## config.mk

```make
export PLATFORM = sky130hd
export DESIGN_NAME = three_class_priority_job_queue_unit_flat
export DESIGN_NICKNAME = d
export VERILOG_FILES = /design/src/design/tcpjq_pkg.sv /design/src/design/tcpjq_req_if.sv /design/src/design/tcpjq_rsp_if.sv /design/src/design/tcpjq_csr_if.sv /design/src/design/tcpjq_classify.sv /design/src/design/three_class_priority_job_queue_unit.sv /design/src/flat_wrapper.sv
export SDC_FILE = /design/constraint.sdc
export NUM_CORES = 2
export LEC_CHECK = 0
export BUFFER_PORTS_ARGS = -buffer_cell sky130_fd_sc_hd__buf_2
export CORE_ASPECT_RATIO = 0.7
export CORE_MARGIN = 2
export CORE_UTILIZATION = 37
export DETAILED_ROUTE_END_ITERATION = 16
export SKIP_LAST_GASP = 1
export SYNTH_ARGS = -nofsm -noshare
export SYNTH_HDL_FRONTEND = slang
export SYNTH_SLANG_ARGS = --single-unit
```

## constraint.sdc

```tcl
create_clock -name clock -period 15.71 [get_ports clock]
set_input_delay 1.571 -clock clock [delete_from_list [all_inputs] [get_ports clock]]
set_output_delay 1.571 -clock clock [all_outputs]
set_load 0.05 [all_outputs]
```

## src/design/tcpjq_pkg.sv

```systemverilog
`timescale 1ns / 1ps

package tcpjq_pkg;

   // Queue geometry
   localparam int QUEUE_DEPTH = 64;
   localparam int NUM_CLASSES = 3;
   localparam int JOB_W       = 7;
   localparam int BOUND_W     = 7;
   localparam int PTR_W       = $clog2(QUEUE_DEPTH);
   localparam int CNT_W       = $clog2(QUEUE_DEPTH + 1);
   localparam int STORE_DEPTH = NUM_CLASSES * QUEUE_DEPTH;
   localparam int ADDR_W      = $clog2(STORE_DEPTH);
   localparam int CLASS_IDX_W = $clog2(NUM_CLASSES);

   typedef logic [JOB_W-1:0]   job_type;
   typedef logic [BOUND_W-1:0] bound_type;
   typedef logic [1:0]         class_type;
   typedef logic [2:0]         kind_type;
   typedef logic [1:0]         csr_index_type;
   typedef logic [PTR_W-1:0]   ptr_type;
   typedef logic [CNT_W-1:0]   cnt_type;
   typedef logic [ADDR_W-1:0]  addr_type;

   // Result status codes
   typedef enum logic [1:0] {
      STATUS_OK    = 2'd0,
      STATUS_FULL  = 2'd1,
      STATUS_RANGE = 2'd2,
      STATUS_EMPTY = 2'd3
   } status_type;

   // Request operations
   localparam logic OP_ENQUEUE = 1'b0;
   localparam logic OP_DEQUEUE = 1'b1;

   // Job classes, highest priority first
   localparam class_type CLASS_SERVER = 2'd0;
   localparam class_type CLASS_POWER  = 2'd1;
   localparam class_type CLASS_USER   = 2'd2;
   localparam class_type CLASS_NONE   = 2'd3;

   // Configuration register indexes
   localparam csr_index_type REG_SERVER_UPPER = 2'd0;
   localparam csr_index_type REG_POWER_UPPER  = 2'd1;
   localparam csr_index_type REG_USER_UPPER   = 2'd2;

   // Bound values after reset
   localparam bound_type SERVER_UPPER_RESET = 7'd30;
   localparam bound_type POWER_UPPER_RESET  = 7'd60;
   localparam bound_type USER_UPPER_RESET   = 7'd100;

   // Bundle of the three class bounds
   typedef struct packed {
      bound_type server_upper;
      bound_type power_upper;
      bound_type user_upper;
   } bounds_type;

   // Job number modulo 5: 16 is 1 mod 5, so fold nibbles, then trim
   function automatic kind_type kind_of(job_type n);
      logic [4:0] s;
      s = 5'(n[6:4]) + 5'(n[3:0]);
      if (s >= 5'd20) s = s - 5'd20;
      if (s >= 5'd10) s = s - 5'd10;
      if (s >= 5'd5)  s = s - 5'd5;
      return kind_type'(s[2:0]);
   endfunction

   // Flat store address of a queue slot
   function automatic addr_type store_addr(class_type c, ptr_type p);
      return addr_type'(addr_type'(c) * addr_type'(QUEUE_DEPTH)) + addr_type'(p);
   endfunction

endpackage

```

## src/design/tcpjq_req_if.sv

```systemverilog
`timescale 1ns / 1ps

interface tcpjq_req_if;
   logic               valid;
   logic               ready;
   logic               op;
   tcpjq_pkg::job_type job_number;

   modport source (output valid, output op, output job_number, input ready);
   modport sink   (input valid, input op, input job_number, output ready);
endinterface

```

## src/design/tcpjq_rsp_if.sv

```systemverilog
`timescale 1ns / 1ps

interface tcpjq_rsp_if;
   logic                  valid;
   logic                  ready;
   tcpjq_pkg::status_type status;
   tcpjq_pkg::job_type    job_out;
   tcpjq_pkg::class_type  job_class;
   tcpjq_pkg::kind_type   job_kind;

   modport source (output valid, output status, output job_out, output job_class,
                   output job_kind, input ready);
   modport sink   (input valid, input status, input job_out, input job_class,
                   input job_kind, output ready);
endinterface

```

## src/design/tcpjq_csr_if.sv

```systemverilog
`timescale 1ns / 1ps

interface tcpjq_csr_if;
   logic                     valid;
   logic                     ready;
   tcpjq_pkg::csr_index_type index;
   logic [6:0]               data;

   modport source (output valid, output index, output data, input ready);
   modport sink   (input valid, input index, input data, output ready);
endinterface

```

## src/design/tcpjq_classify.sv

```systemverilog
`timescale 1ns / 1ps

module tcpjq_classify (
   input  tcpjq_pkg::job_type    job_number,
   input  tcpjq_pkg::bounds_type bounds,
   output tcpjq_pkg::class_type  job_class
);
   import tcpjq_pkg::*;

   logic [BOUND_W:0] n_ext;
   logic [BOUND_W:0] server_lo;
   logic [BOUND_W:0] power_lo;

   assign n_ext     = (BOUND_W + 1)'(job_number);
   assign server_lo = (BOUND_W + 1)'(bounds.server_upper) + 1'b1;
   assign power_lo  = (BOUND_W + 1)'(bounds.power_upper) + 1'b1;

   // Try the ranges in priority order; out-of-order bounds leave gaps
   always_comb begin
      priority if (n_ext >= 1 && n_ext <= (BOUND_W + 1)'(bounds.server_upper)) begin
         job_class = CLASS_SERVER;
      end else if (n_ext >= server_lo && n_ext <= (BOUND_W + 1)'(bounds.power_upper)) begin
         job_class = CLASS_POWER;
      end else if (n_ext >= power_lo && n_ext <= (BOUND_W + 1)'(bounds.user_upper)) begin
         job_class = CLASS_USER;
      end else begin
         job_class = CLASS_NONE;
      end
   end

endmodule

```

## src/design/three_class_priority_job_queue_unit.sv

```systemverilog
`timescale 1ns / 1ps

// Three-class strict-priority job queue. An enqueue request classes its job
// number against the server, power user and user upper bounds and appends it
// to that class's FIFO (64 entries each); a number in no range, or one whose
// queue is full, is dropped and reported. A dequeue request pops the head of
// the highest-priority non-empty queue and returns it with its class and its
// kind (number mod 5), or job 0 with an empty status when all queues are
// empty. Every request gives exactly one response. The store is accessed in
// the cycle the request is taken and has a registered read; the response is
// formed in the result state when the output register is free. No new request
// is taken before that response is written into it. A response
// waiting in the output register does not block the next request. Bound
// registers are written through the csr channel, which is always ready;
// write them only while no request is outstanding. No clearing pass is needed
// after reset.
module three_class_priority_job_queue_unit (
   input logic        clock,
   input logic        reset,
   tcpjq_req_if.sink   req_chan,
   tcpjq_rsp_if.source rsp_chan,
   tcpjq_csr_if.sink   csr_chan
);
   import tcpjq_pkg::*;

   typedef enum logic {
      S_IDLE,
      S_RESULT
   } state_type;

   // Configuration
   bounds_type bounds_ff, bounds_in;

   // Queue control
   ptr_type rd_ptr_ff [NUM_CLASSES];
   ptr_type rd_ptr_in [NUM_CLASSES];
   ptr_type wr_ptr_ff [NUM_CLASSES];
   ptr_type wr_ptr_in [NUM_CLASSES];
   cnt_type count_ff  [NUM_CLASSES];
   cnt_type count_in  [NUM_CLASSES];

   // Store
   job_type  store_mem [STORE_DEPTH];
   job_type  rdata_ff;
   logic     mem_we;
   logic     mem_re;
   addr_type mem_addr;

   // Pending result
   state_type  state_ff, state_in;
   status_type pend_status_ff, pend_status_in;
   class_type  pend_class_ff, pend_class_in;
   job_type    pend_job_ff, pend_job_in;
   logic       pend_mem_ff, pend_mem_in;

   // Output register
   logic       rsp_valid_ff, rsp_valid_in;
   status_type rsp_status_ff, rsp_status_in;
   job_type    rsp_job_ff, rsp_job_in;
   class_type  rsp_class_ff, rsp_class_in;
   kind_type   rsp_kind_ff, rsp_kind_in;

   class_type  enq_class;
   logic       req_accept;
   logic       out_free;
   job_type    res_job;

   tcpjq_classify u_classify (
      .job_number (req_chan.job_number),
      .bounds     (bounds_ff),
      .job_class  (enq_class)
   );

   assign req_chan.ready = (state_ff == S_IDLE);
   assign req_accept     = req_chan.valid && req_chan.ready;
   assign csr_chan.ready = 1'b1;

   assign rsp_chan.valid     = rsp_valid_ff;
   assign rsp_chan.status    = rsp_status_ff;
   assign rsp_chan.job_out   = rsp_job_ff;
   assign rsp_chan.job_class = rsp_class_ff;
   assign rsp_chan.job_kind  = rsp_kind_ff;

   // Bound register writes; unknown indexes are dropped
   always_comb begin
      bounds_in = bounds_ff;
      if (csr_chan.valid && csr_chan.ready) begin
         unique case (csr_chan.index)
            REG_SERVER_UPPER: bounds_in.server_upper = bound_type'(csr_chan.data);
            REG_POWER_UPPER:  bounds_in.power_upper  = bound_type'(csr_chan.data);
            REG_USER_UPPER:   bounds_in.user_upper   = bound_type'(csr_chan.data);
            default:          bounds_in = bounds_ff;
         endcase
      end
   end

   // Service the request: update pointers and counts, access the store
   always_comb begin
      rd_ptr_in      = rd_ptr_ff;
      wr_ptr_in      = wr_ptr_ff;
      count_in       = count_ff;
      mem_we         = 1'b0;
      mem_re         = 1'b0;
      mem_addr       = '0;
      pend_status_in = pend_status_ff;
      pend_class_in  = pend_class_ff;
      pend_job_in    = pend_job_ff;
      pend_mem_in    = pend_mem_ff;
      if (req_accept) begin
         pend_mem_in = 1'b0;
         if (req_chan.op == OP_ENQUEUE) begin
            pend_job_in   = req_chan.job_number;
            pend_class_in = enq_class;
            if (enq_class == CLASS_NONE) begin
               pend_status_in = STATUS_RANGE;
            end else if (count_ff[enq_class[CLASS_IDX_W-1:0]] == cnt_type'(QUEUE_DEPTH)) begin
               pend_status_in = STATUS_FULL;
            end else begin
               pend_status_in = STATUS_OK;
               mem_we         = 1'b1;
               mem_addr       = store_addr(enq_class, wr_ptr_ff[enq_class[CLASS_IDX_W-1:0]]);
               wr_ptr_in[enq_class[CLASS_IDX_W-1:0]] =
                  (wr_ptr_ff[enq_class[CLASS_IDX_W-1:0]] == ptr_type'(QUEUE_DEPTH - 1)) ?
                  '0 : wr_ptr_ff[enq_class[CLASS_IDX_W-1:0]] + 1'b1;
               count_in[enq_class[CLASS_IDX_W-1:0]] =
                  count_ff[enq_class[CLASS_IDX_W-1:0]] + 1'b1;
            end
         end else begin
            pend_status_in = STATUS_EMPTY;
            pend_class_in  = CLASS_NONE;
            pend_job_in    = '0;
            for (int c = NUM_CLASSES - 1; c >= 0; c--) begin
               if (count_ff[c] != '0) begin
                  pend_class_in = class_type'(c);
               end
            end
            if (pend_class_in != CLASS_NONE) begin
               pend_status_in = STATUS_OK;
               pend_mem_in    = 1'b1;
               mem_re         = 1'b1;
               mem_addr       = store_addr(pend_class_in,
                                           rd_ptr_ff[pend_class_in[CLASS_IDX_W-1:0]]);
               rd_ptr_in[pend_class_in[CLASS_IDX_W-1:0]] =
                  (rd_ptr_ff[pend_class_in[CLASS_IDX_W-1:0]] == ptr_type'(QUEUE_DEPTH - 1)) ?
                  '0 : rd_ptr_ff[pend_class_in[CLASS_IDX_W-1:0]] + 1'b1;
               count_in[pend_class_in[CLASS_IDX_W-1:0]] =
                  count_ff[pend_class_in[CLASS_IDX_W-1:0]] - 1'b1;
            end
         end
      end
   end

   // Form the response and advance the output register
   assign out_free = !rsp_valid_ff || rsp_chan.ready;
   assign res_job  = pend_mem_ff ? rdata_ff : pend_job_ff;

   always_comb begin
      state_in      = state_ff;
      rsp_valid_in  = rsp_valid_ff && !rsp_chan.ready;
      rsp_status_in = rsp_status_ff;
      rsp_job_in    = rsp_job_ff;
      rsp_class_in  = rsp_class_ff;
      rsp_kind_in   = rsp_kind_ff;
      unique case (state_ff)
         S_IDLE: begin
            if (req_accept) state_in = S_RESULT;
         end
         S_RESULT: begin
            if (out_free) begin
               rsp_valid_in  = 1'b1;
               rsp_status_in = pend_status_ff;
               rsp_job_in    = res_job;
               rsp_class_in  = pend_class_ff;
               rsp_kind_in   = kind_of(res_job);
               state_in      = S_IDLE;
            end
         end
         default: state_in = S_IDLE;
      endcase
   end

   // State and output register
   always_ff @(posedge clock) begin
      if (reset) begin
         state_ff     <= S_IDLE;
         rsp_valid_ff <= 1'b0;
      end else begin
         state_ff     <= state_in;
         rsp_valid_ff <= rsp_valid_in;
      end
      rsp_status_ff <= rsp_status_in;
      rsp_job_ff    <= rsp_job_in;
      rsp_class_ff  <= rsp_class_in;
      rsp_kind_ff   <= rsp_kind_in;
   end

   // Pending result payload
   always_ff @(posedge clock) begin
      pend_status_ff <= pend_status_in;
      pend_class_ff  <= pend_class_in;
      pend_job_ff    <= pend_job_in;
      pend_mem_ff    <= pend_mem_in;
   end

   // Bounds, pointers and counts
   always_ff @(posedge clock) begin
      if (reset) begin
         bounds_ff.server_upper <= SERVER_UPPER_RESET;
         bounds_ff.power_upper  <= POWER_UPPER_RESET;
         bounds_ff.user_upper   <= USER_UPPER_RESET;
         for (int c = 0; c < NUM_CLASSES; c++) begin
            rd_ptr_ff[c] <= '0;
            wr_ptr_ff[c] <= '0;
            count_ff[c]  <= '0;
         end
      end else begin
         bounds_ff <= bounds_in;
         rd_ptr_ff <= rd_ptr_in;
         wr_ptr_ff <= wr_ptr_in;
         count_ff  <= count_in;
      end
   end

   // Job store: one port, registered read
   always_ff @(posedge clock) begin
      if (mem_we) begin
         store_mem[mem_addr] <= pend_job_in;
      end
      if (mem_re) begin
         rdata_ff <= store_mem[mem_addr];
      end
   end

endmodule
```

## src/flat_wrapper.sv

```systemverilog
// flat-port wrapper written by rule: the top's interface ports become plain ports
module three_class_priority_job_queue_unit_flat import tcpjq_pkg::*;
  (clock, reset, req_chan_valid, req_chan_op, req_chan_job_number, req_chan_ready, rsp_chan_valid, rsp_chan_status, rsp_chan_job_out, rsp_chan_job_class, rsp_chan_job_kind, rsp_chan_ready, csr_chan_valid, csr_chan_index, csr_chan_data, csr_chan_ready);
  tcpjq_req_if req_chan_i ();
  tcpjq_rsp_if rsp_chan_i ();
  tcpjq_csr_if csr_chan_i ();
  input logic clock;
  input logic reset;
  input wire logic [$bits(req_chan_i.valid)-1:0] req_chan_valid;
  input wire logic [$bits(req_chan_i.op)-1:0] req_chan_op;
  input wire logic [$bits(req_chan_i.job_number)-1:0] req_chan_job_number;
  output wire logic [$bits(req_chan_i.ready)-1:0] req_chan_ready;
  output wire logic [$bits(rsp_chan_i.valid)-1:0] rsp_chan_valid;
  output wire logic [$bits(rsp_chan_i.status)-1:0] rsp_chan_status;
  output wire logic [$bits(rsp_chan_i.job_out)-1:0] rsp_chan_job_out;
  output wire logic [$bits(rsp_chan_i.job_class)-1:0] rsp_chan_job_class;
  output wire logic [$bits(rsp_chan_i.job_kind)-1:0] rsp_chan_job_kind;
  input wire logic [$bits(rsp_chan_i.ready)-1:0] rsp_chan_ready;
  input wire logic [$bits(csr_chan_i.valid)-1:0] csr_chan_valid;
  input wire logic [$bits(csr_chan_i.index)-1:0] csr_chan_index;
  input wire logic [$bits(csr_chan_i.data)-1:0] csr_chan_data;
  output wire logic [$bits(csr_chan_i.ready)-1:0] csr_chan_ready;
  assign req_chan_i.valid = req_chan_valid;
  assign req_chan_i.op = req_chan_op;
  assign req_chan_i.job_number = req_chan_job_number;
  assign req_chan_ready = req_chan_i.ready;
  assign rsp_chan_valid = rsp_chan_i.valid;
  assign rsp_chan_status = rsp_chan_i.status;
  assign rsp_chan_job_out = rsp_chan_i.job_out;
  assign rsp_chan_job_class = rsp_chan_i.job_class;
  assign rsp_chan_job_kind = rsp_chan_i.job_kind;
  assign rsp_chan_i.ready = rsp_chan_ready;
  assign csr_chan_i.valid = csr_chan_valid;
  assign csr_chan_i.index = csr_chan_index;
  assign csr_chan_i.data = csr_chan_data;
  assign csr_chan_ready = csr_chan_i.ready;
  three_class_priority_job_queue_unit u_core (.clock(clock), .reset(reset), .req_chan(req_chan_i), .rsp_chan(rsp_chan_i), .csr_chan(csr_chan_i));
endmodule
```

### After elaboration in Yosys (flattened, before gate mapping)

Memories as Yosys holds them, arrays and structs flattened. A register that Yosys moved wholly into a read port is not among the register bits.
Index checks and enable logic that the tools add are counted.

| word-level totals | value |
|---|---|
| register bits after elaboration | 106 |
| memory bits (writable) | 1,344 |
| memories kept | 1 |
| word-level logic and storage cells | 157 |
| input port bits | 22 |

Memories:

| memory | depth | bits a word | read ports | clocked after Yosys merged registers in | write ports | line | source |
|---|---|---|---|---|---|---|---|
| u_core.store_mem | 192 | 7 | 1 | 1 | 1 | three_class_priority_job_queue_unit.sv:43 | `job_type store_mem [STORE_DEPTH];` |

| cells by class | value |
|---|---|
| reduce and logical (&&, ||, !) cells | 21 |
| add/subtract/negate cells | 12 |
| multiplexer cells | 72 |
| bitwise operators | 6 |
| equality and inequality tests | 10 |
| $lt $le $gt $ge | 13 |

Operator list:

| cell | number |
|---|---|
| $mux 21 | 4 |
| $mux 7 | 9 |
| $mux 6 | 8 |
| $bwmux 21 | 2 |
| $mux 8 | 5 |
| $bwmux 18 | 2 |
| $mux 5 | 6 |
| $bmux 7 s2 | 2 |
| $demux 7 s2 | 2 |
| $bmux 6 s2 | 2 |
| $demux 6 s2 | 2 |
| $le 7x7->1 | 3 |
| $reduce_bool 7->1 | 3 |
| $mux 2 | 10 |
| $add 7x1->8 const B | 2 |
| $add 8x6->8 | 2 |
| $ge 7x8->1 | 2 |
| $mux 1 | 16 |
| $add 6x1->6 const B | 2 |
| $eq 6x6->1 const B | 2 |
| $reduce_and 2->1 | 4 |
| $reduce_and 4->1 | 2 |
| $add 7x1->7 const B | 1 |
| $eq 7x7->1 const B | 1 |
| other kinds (24) | 40 |

### Logic depth before layout (Yosys ltp)

| depth | value |
|---|---|
| depth in word-level cells | 17 |
| gate-level depth with buffers | 28 |
| gate-level depth less buffers | 22 |

### By module

A second synthesis with hierarchy kept.

| second synthesis, totals | value |
|---|---|
| cell total of the unflattened synthesis | 3,767 |
| area, all modules | 56,645.6 µm² |

Modules (own cells, without submodules):

| module | instances | cells each | area an instance (µm²) |
|---|---|---|---|
| three_class_priority_job_queue_unit | 1 | 3,631 | 55,600.8 |
| tcpjq_classify | 1 | 136 | 1,044.8 |

### Worst setup path after synthesis

OpenSTA, ideal clock, no wires.

| timing | value |
|---|---|
| kind | input to register |
| from | input port req_chan_valid |
| to | memory u_core.store_mem[0][0] in the netlist's numbering (data pin) |
| data arrival time | 9.753 ns |
| setup slack | 4.215 ns |
| stages on the path | 3 |
| setup time | 1.742 ns |
| path buffers | 1 |
| cell sequence | nand2_1 > clkbuf_1 > o31ai_1 |

| on the way | value |
|---|---|
| longest elaborated chain between the ends | 2 |

Ends and longest elaborated chain:

| what | line | source |
|---|---|---|
| start: declaration | flat_wrapper.sv:9 | `input wire logic [$bits(req_chan_i.valid)-1:0] req_chan_valid;` |
| $logic_and 1x1->1 | three_class_priority_job_queue_unit.sv:75 | `assign req_accept = req_chan.valid && req_chan.ready;` |
| $mux 7 | three_class_priority_job_queue_unit.sv:109 | `if (req_accept) begin` |
| named net u_core.pend_job_in[0] | three_class_priority_job_queue_unit.sv:53 | `job_type pend_job_ff, pend_job_in;` |
| end: declaration | three_class_priority_job_queue_unit.sv:43 |  |

The timed path passes the listed nets, and every way through them passes these cells.

### Final worst setup path

| timing | value |
|---|---|
| from | register u_core.bounds_ff[14] in the netlist's numbering |
| to | register u_core.rdata_ff[1] (read register of u_core.store_mem) (data pin) |

| on the way | value |
|---|---|
| longest elaborated chain between the ends | 14 |
| elaborated cells on any way between the ends | 21 |

Ends and longest elaborated chain:

| what | line | source |
|---|---|---|
| start: declaration | three_class_priority_job_queue_unit.sv:32 | `bounds_type bounds_ff, bounds_in;` |
| start signal: assignment | three_class_priority_job_queue_unit.sv:217 | `bounds_ff <= bounds_in;` |
| $add 7x1->8 | tcpjq_classify.sv:15 | `assign server_lo = (BOUND_W + 1)'(bounds.server_upper) + 1'b1;` |
| $ge 7x8->1 | tcpjq_classify.sv:22 | `end else if (n_ext >= server_lo && n_ext <= (BOUND_W + 1)'(bounds.power_upper)) begin` |
| $logic_and 1x1->1 | tcpjq_classify.sv:22 |  |
| $mux 2 | tcpjq_classify.sv:22 |  |
| $mux 2 * | tcpjq_classify.sv:20 | `priority if (n_ext >= 1 && n_ext <= (BOUND_W + 1)'(bounds.server_upper)) begin` |
| $not 2->3 (not written as such) | three_class_priority_job_queue_unit.sv:116, three_class_priority_job_queue_unit.sv:121 |  |
| $bmux 6 s2 / $bmux 7 s2 (equally long branches) | three_class_priority_job_queue_unit.sv:121, three_class_priority_job_queue_unit.sv:116 |  |
| $mux 6 (not written as such) / $mux 7 (equally long branches) (2 in series) | three_class_priority_job_queue_unit.sv:121, three_class_priority_job_queue_unit.sv:116 |  |
| $add 8x6->8 / $eq 7x7->1 (equally long branches) | tcpjq_pkg.sv:72, three_class_priority_job_queue_unit.sv:116 |  |
| $mux 8 | three_class_priority_job_queue_unit.sv:116 | `end else if (count_ff[enq_class[CLASS_IDX_W-1:0]] == cnt_type'(QUEUE_DEPTH)) begin` |
| $mux 8 * | three_class_priority_job_queue_unit.sv:114 | `if (enq_class == CLASS_NONE) begin` |
| $mux 8 * | three_class_priority_job_queue_unit.sv:111 | `if (req_chan.op == OP_ENQUEUE) begin` |
| $mux 8 * | three_class_priority_job_queue_unit.sv:109 |  |
| end: declaration | three_class_priority_job_queue_unit.sv:44 | `job_type rdata_ff;` |

Mark *: on every way between the ends. The rest lies on a longest branch, timed or not. The select of a mux whose other input is x is not followed.
A chain may end at the register's enable or synchronous reset.

==> results.md <==
* Post-synthesis area per instance at 15.1 um2
* Final std cells w/o fill at 5878
* Largest vdd supply drop at 0.131 mV
* Worst-case clock skew at 41.6 ps
* Tightest Pin Transition at 1380 ps
* Initial DRC Count at 7159
* Share of total power consumed by net switching at 25.9%
* Critical Path End Type: flip-flop
* Switching power summed over all nets at 2240 uW
* Number of max-slew violations in the final report at 0
* Wire length reported by the detailed router at 168000 um
* Setup repair after global routing missed its margin: false
* Status: finished clean
* LEAKAGE at 0.0204 uW
* Final critical-path share of the clock period at 54.4%
* Reg clk slew, reported paths at 60 ps
* Die area at 157000 um2
* Worst Path Max Fanout at 63
* Via count of the first global-routing pass at 33300
* Class of the tightest hold or removal check: reg -> reg
* # H-tree levels at 4
* Global-route wire length before repair at 242000 um
* Weighted congestion reported at the end of routability-driven placement at 0.898
* Mean number of vias per cell at 6.13
* Drc violations at 0
* Area growth, synth to finish at 11.7%
* Total I/O pin count at 39
* Critical path data required time at 16220 ps
* Number of synthesized flops with an enable pin at 1370
* Clock network fraction of design power at 37.6%
* Number of warnings reported in the yosys synthesis log at 0
* Synth area leader: sky130_fd_sc_hd__edfxtp_1
* Fraction of the yosys area taken by sequential cells at 75.4%
* Critical path data arrival time at 9050 ps
* Residual overflow from global routing at 0
* Internal Dissipation at 6410 uW
* Antenna violations before repair at 8
* Fraction of layout instances using a drive strength above 1 at 8.85%
* ANT nets after route at 0
* Dominant cells by area after synthesis: sky130_fd_sc_hd__edfxtp_1 (72%), sky130_fd_sc_hd__a222oi_1 (5.7%), sky130_fd_sc_hd__dfxtp_1 (3.1%)
* Final Hold Fails at 0
* Number of buffers created by CTS at 132
* Post-CTS setup repair buffer count at 0
* Total of max-cap violations at 0
* Final TNS setup at 0 ps
* Final setup violation count at 0
* Top FF cell, synth: sky130_fd_sc_hd__edfxtp_1
* Total iterations of the first detailed-routing run at 10
* Pin count of the biggest net entering global routing at 194
* Cell with the most instances after synthesis: sky130_fd_sc_hd__edfxtp_1
* Core Region at 153000 um2
* Buffer levels on the longest clock path at 3
* Combined area of all synthesized cells at 56800 um2
* Proportion of netlist area held by the largest area contributor at 72.4%
* Die Y-Extent at 332 um
* Ys async rst share at 0%
* HPWL Detailed at 97900 um
* Synthesized netlist cell count at 3767
* Post-synthesis sequential element count at 1457
* Wire per inst at 28.6 um
* Initial core utilization at 37.2%
* Die boundary width at 472 um
* Net count after synthesis at 3841
* Overall routing resource usage at 20.8%
* Combinational share of power at 11.7%
* Final period demand of the worst path at 8540 ps
* Maximum frequency from static timing analysis at 0.117 GHz
* Number of cells in the design after placement at 5637
* Pwr/cell area at 136 nW/um2
* Critical path class: reg -> reg
* Clock sink count at 1457
* Normalized max-slew margin at 7.43%
* Hold buffer count at CTS at 0
* Clock root cell: sky130_fd_sc_hd__clkbuf_16
* Clock tree from TritonCTS: done
* Number of buffer cells added on primary ports at 37
* Kind of start point of the critical path: flip-flop
* Most frequent cells after synthesis: sky130_fd_sc_hd__edfxtp_1 (1370), sky130_fd_sc_hd__nand2_1 (395), sky130_fd_sc_hd__a222oi_1 (325), sky130_fd_sc_hd__nor2_1 (324), sky130_fd_sc_hd__a21oi_1 (258)
* Number of vias after detailed routing at 36000
* Sequential group share of total power at 50.8%
* Count of unique library cells instantiated by Yosys at 76
* Post_cts resized at 0
* Clk Latency, worst-skew pair at 790 ps
* Final Net Count at 3832
* Number of placement rows at 120
registers in the layout, summed over array words and instances, names as in the netlist, 2 cells and up:
signal                     flops
u_core.bounds_ff              21
u_core.count_ff               21
u_core.pend_class_ff           2
u_core.pend_job_ff             7
u_core.pend_status_ff          2
u_core.rd_ptr_ff              18
u_core.rdata_ff                7
u_core.rsp_chan.job_class      2
u_core.rsp_chan.job_kind       3
u_core.rsp_chan.job_out        7
u_core.rsp_chan.status         2
u_core.store_mem            1344
u_core.wr_ptr_ff              18
final timing paths:
check                                              start                   endpoint  slack, ps  depth (start not counted)
worst max-delay path                u_core.bounds_ff[14]         u_core.rdata_ff[1]       7170                         22
worst min-delay path            u_core.pend_status_ff[0]  u_core.rsp_chan.status[0]        420                          0
worst max register to register      u_core.bounds_ff[14]         u_core.rdata_ff[1]       7170                         22
worst min register to register  u_core.pend_status_ff[0]  u_core.rsp_chan.status[0]        420                          0
stage by stage:
stage / power [uW] / hold slack (ps) / cell area [um2] / utilization [%] / setup slack (ps)
floorplan: 5120 / 400 / 56800 / - / 4220
global placement: 5440 / 403 / 59300 / 38.8 / 6820
detailed placement: 5450 / 406 / 59300 / 38.8 / 6830
CTS: 8640 / 422 / 63500 / 41.6 / 7440
global route: 8890 / 424 / 63500 / 41.6 / 6910
finish: 8650 / 419 / 63500 / 41.6 / 7170
cell families after synthesis:
logic type               count (synthesis)  synth area share (%)
buffers and inverters                  304                  2.33
flip-flops                            1457                  75.4
XOR/XNOR                                35                 0.539
other                                    1               0.00660
adder cells (fa/ha/maj)                 52                  1.16
AND/OR/NAND/NOR                        914                  6.77
AO/OA/AOI/OAI                          974                  13.2
multiplexers                            30                 0.541
metal layers:
metal / GRT usage (%) / share of wire [%]
met5: 0 / 0.011
met4: 4.81 / 1.8
met3: 6.77 / 14
met2: 27.7 / 41
met1: 32.5 / 44
placed cells by master, fill, tap and decap left out, types with 28 or more instances in the layout:
| master | netlist | final |
|---|---|---|
| sky130_fd_sc_hd__nand3_1 | 33 | 32 |
| sky130_fd_sc_hd__buf_4 | 3 | 70 |
| sky130_fd_sc_hd__a222oi_1 | 325 | 325 |
| sky130_fd_sc_hd__ha_1 | 51 | 51 |
| sky130_fd_sc_hd__a21boi_0 | 42 | 42 |
| sky130_fd_sc_hd__nand2_1 | 395 | 394 |
| sky130_fd_sc_hd__inv_1 | 45 | 45 |
| sky130_fd_sc_hd__a211oi_1 | 35 | 35 |
| sky130_fd_sc_hd__edfxtp_1 | 1370 | 1370 |
| sky130_fd_sc_hd__clkinv_1 | 0 | 28 |
| sky130_fd_sc_hd__nor3_1 | 53 | 52 |
| sky130_fd_sc_hd__buf_2 | 59 | 37 |
| sky130_fd_sc_hd__clkbuf_16 | 0 | 137 |
| sky130_fd_sc_hd__dfxtp_1 | 87 | 87 |
| sky130_fd_sc_hd__o22ai_1 | 55 | 55 |
| sky130_fd_sc_hd__nor2_1 | 324 | 322 |
| sky130_fd_sc_hd__a21oi_1 | 258 | 258 |
| sky130_fd_sc_hd__o21ai_0 | 56 | 49 |
power by group through the flow:
stage	combinational (uW)	clock [uW]	sequential [uW]
2_1_floorplan	577	0	4550
3_3_place_gp	971	0	4470
3_5_place_dp	979	0	4470
4_1_cts	983	3270	4390
5_1_grt	1080	3430	4390
6_report	1010	3250	4390
area by class of cell:
| type | instances | area [um2] |
|---|---|---|
| diodes | 2 | 5.00 |
| clock buffers | 166 | 3570 |
| clock inverters | 73 | 666 |
| fillers | 13600 | 89200 |
| inverters | 45 | 169 |
| multi-input cells | 2006 | 12800 |
| flip-flops and latches | 1457 | 42900 |
| well taps | 2013 | 2520 |
| repair buffers | 116 | 891 |
critical path, stage by stage (launching register included):
cell,delay [ps]
sky130_fd_sc_hd__dfxtp_1,400
sky130_fd_sc_hd__ha_1,230
sky130_fd_sc_hd__nand2_1,60
sky130_fd_sc_hd__or3_1,360
sky130_fd_sc_hd__xnor2_1,160
sky130_fd_sc_hd__ha_1,310
sky130_fd_sc_hd__and3_1,180
sky130_fd_sc_hd__nor3b_1,250
sky130_fd_sc_hd__o21a_1,530
sky130_fd_sc_hd__a2111oi_2,280
sky130_fd_sc_hd__a221oi_1,340
sky130_fd_sc_hd__nor2_1,120
sky130_fd_sc_hd__inv_1,80
sky130_fd_sc_hd__ha_1,140
sky130_fd_sc_hd__or4b_4,550
sky130_fd_sc_hd__o21a_4,490
sky130_fd_sc_hd__buf_4,520
sky130_fd_sc_hd__a222oi_1,420
sky130_fd_sc_hd__a21boi_0,330
sky130_fd_sc_hd__o22ai_1,130
sky130_fd_sc_hd__o31ai_1,1170
sky130_fd_sc_hd__a41oi_1,660
sky130_fd_sc_hd__a2111o_1,540
No activity file was read; power rests on OpenSTA's default activity.
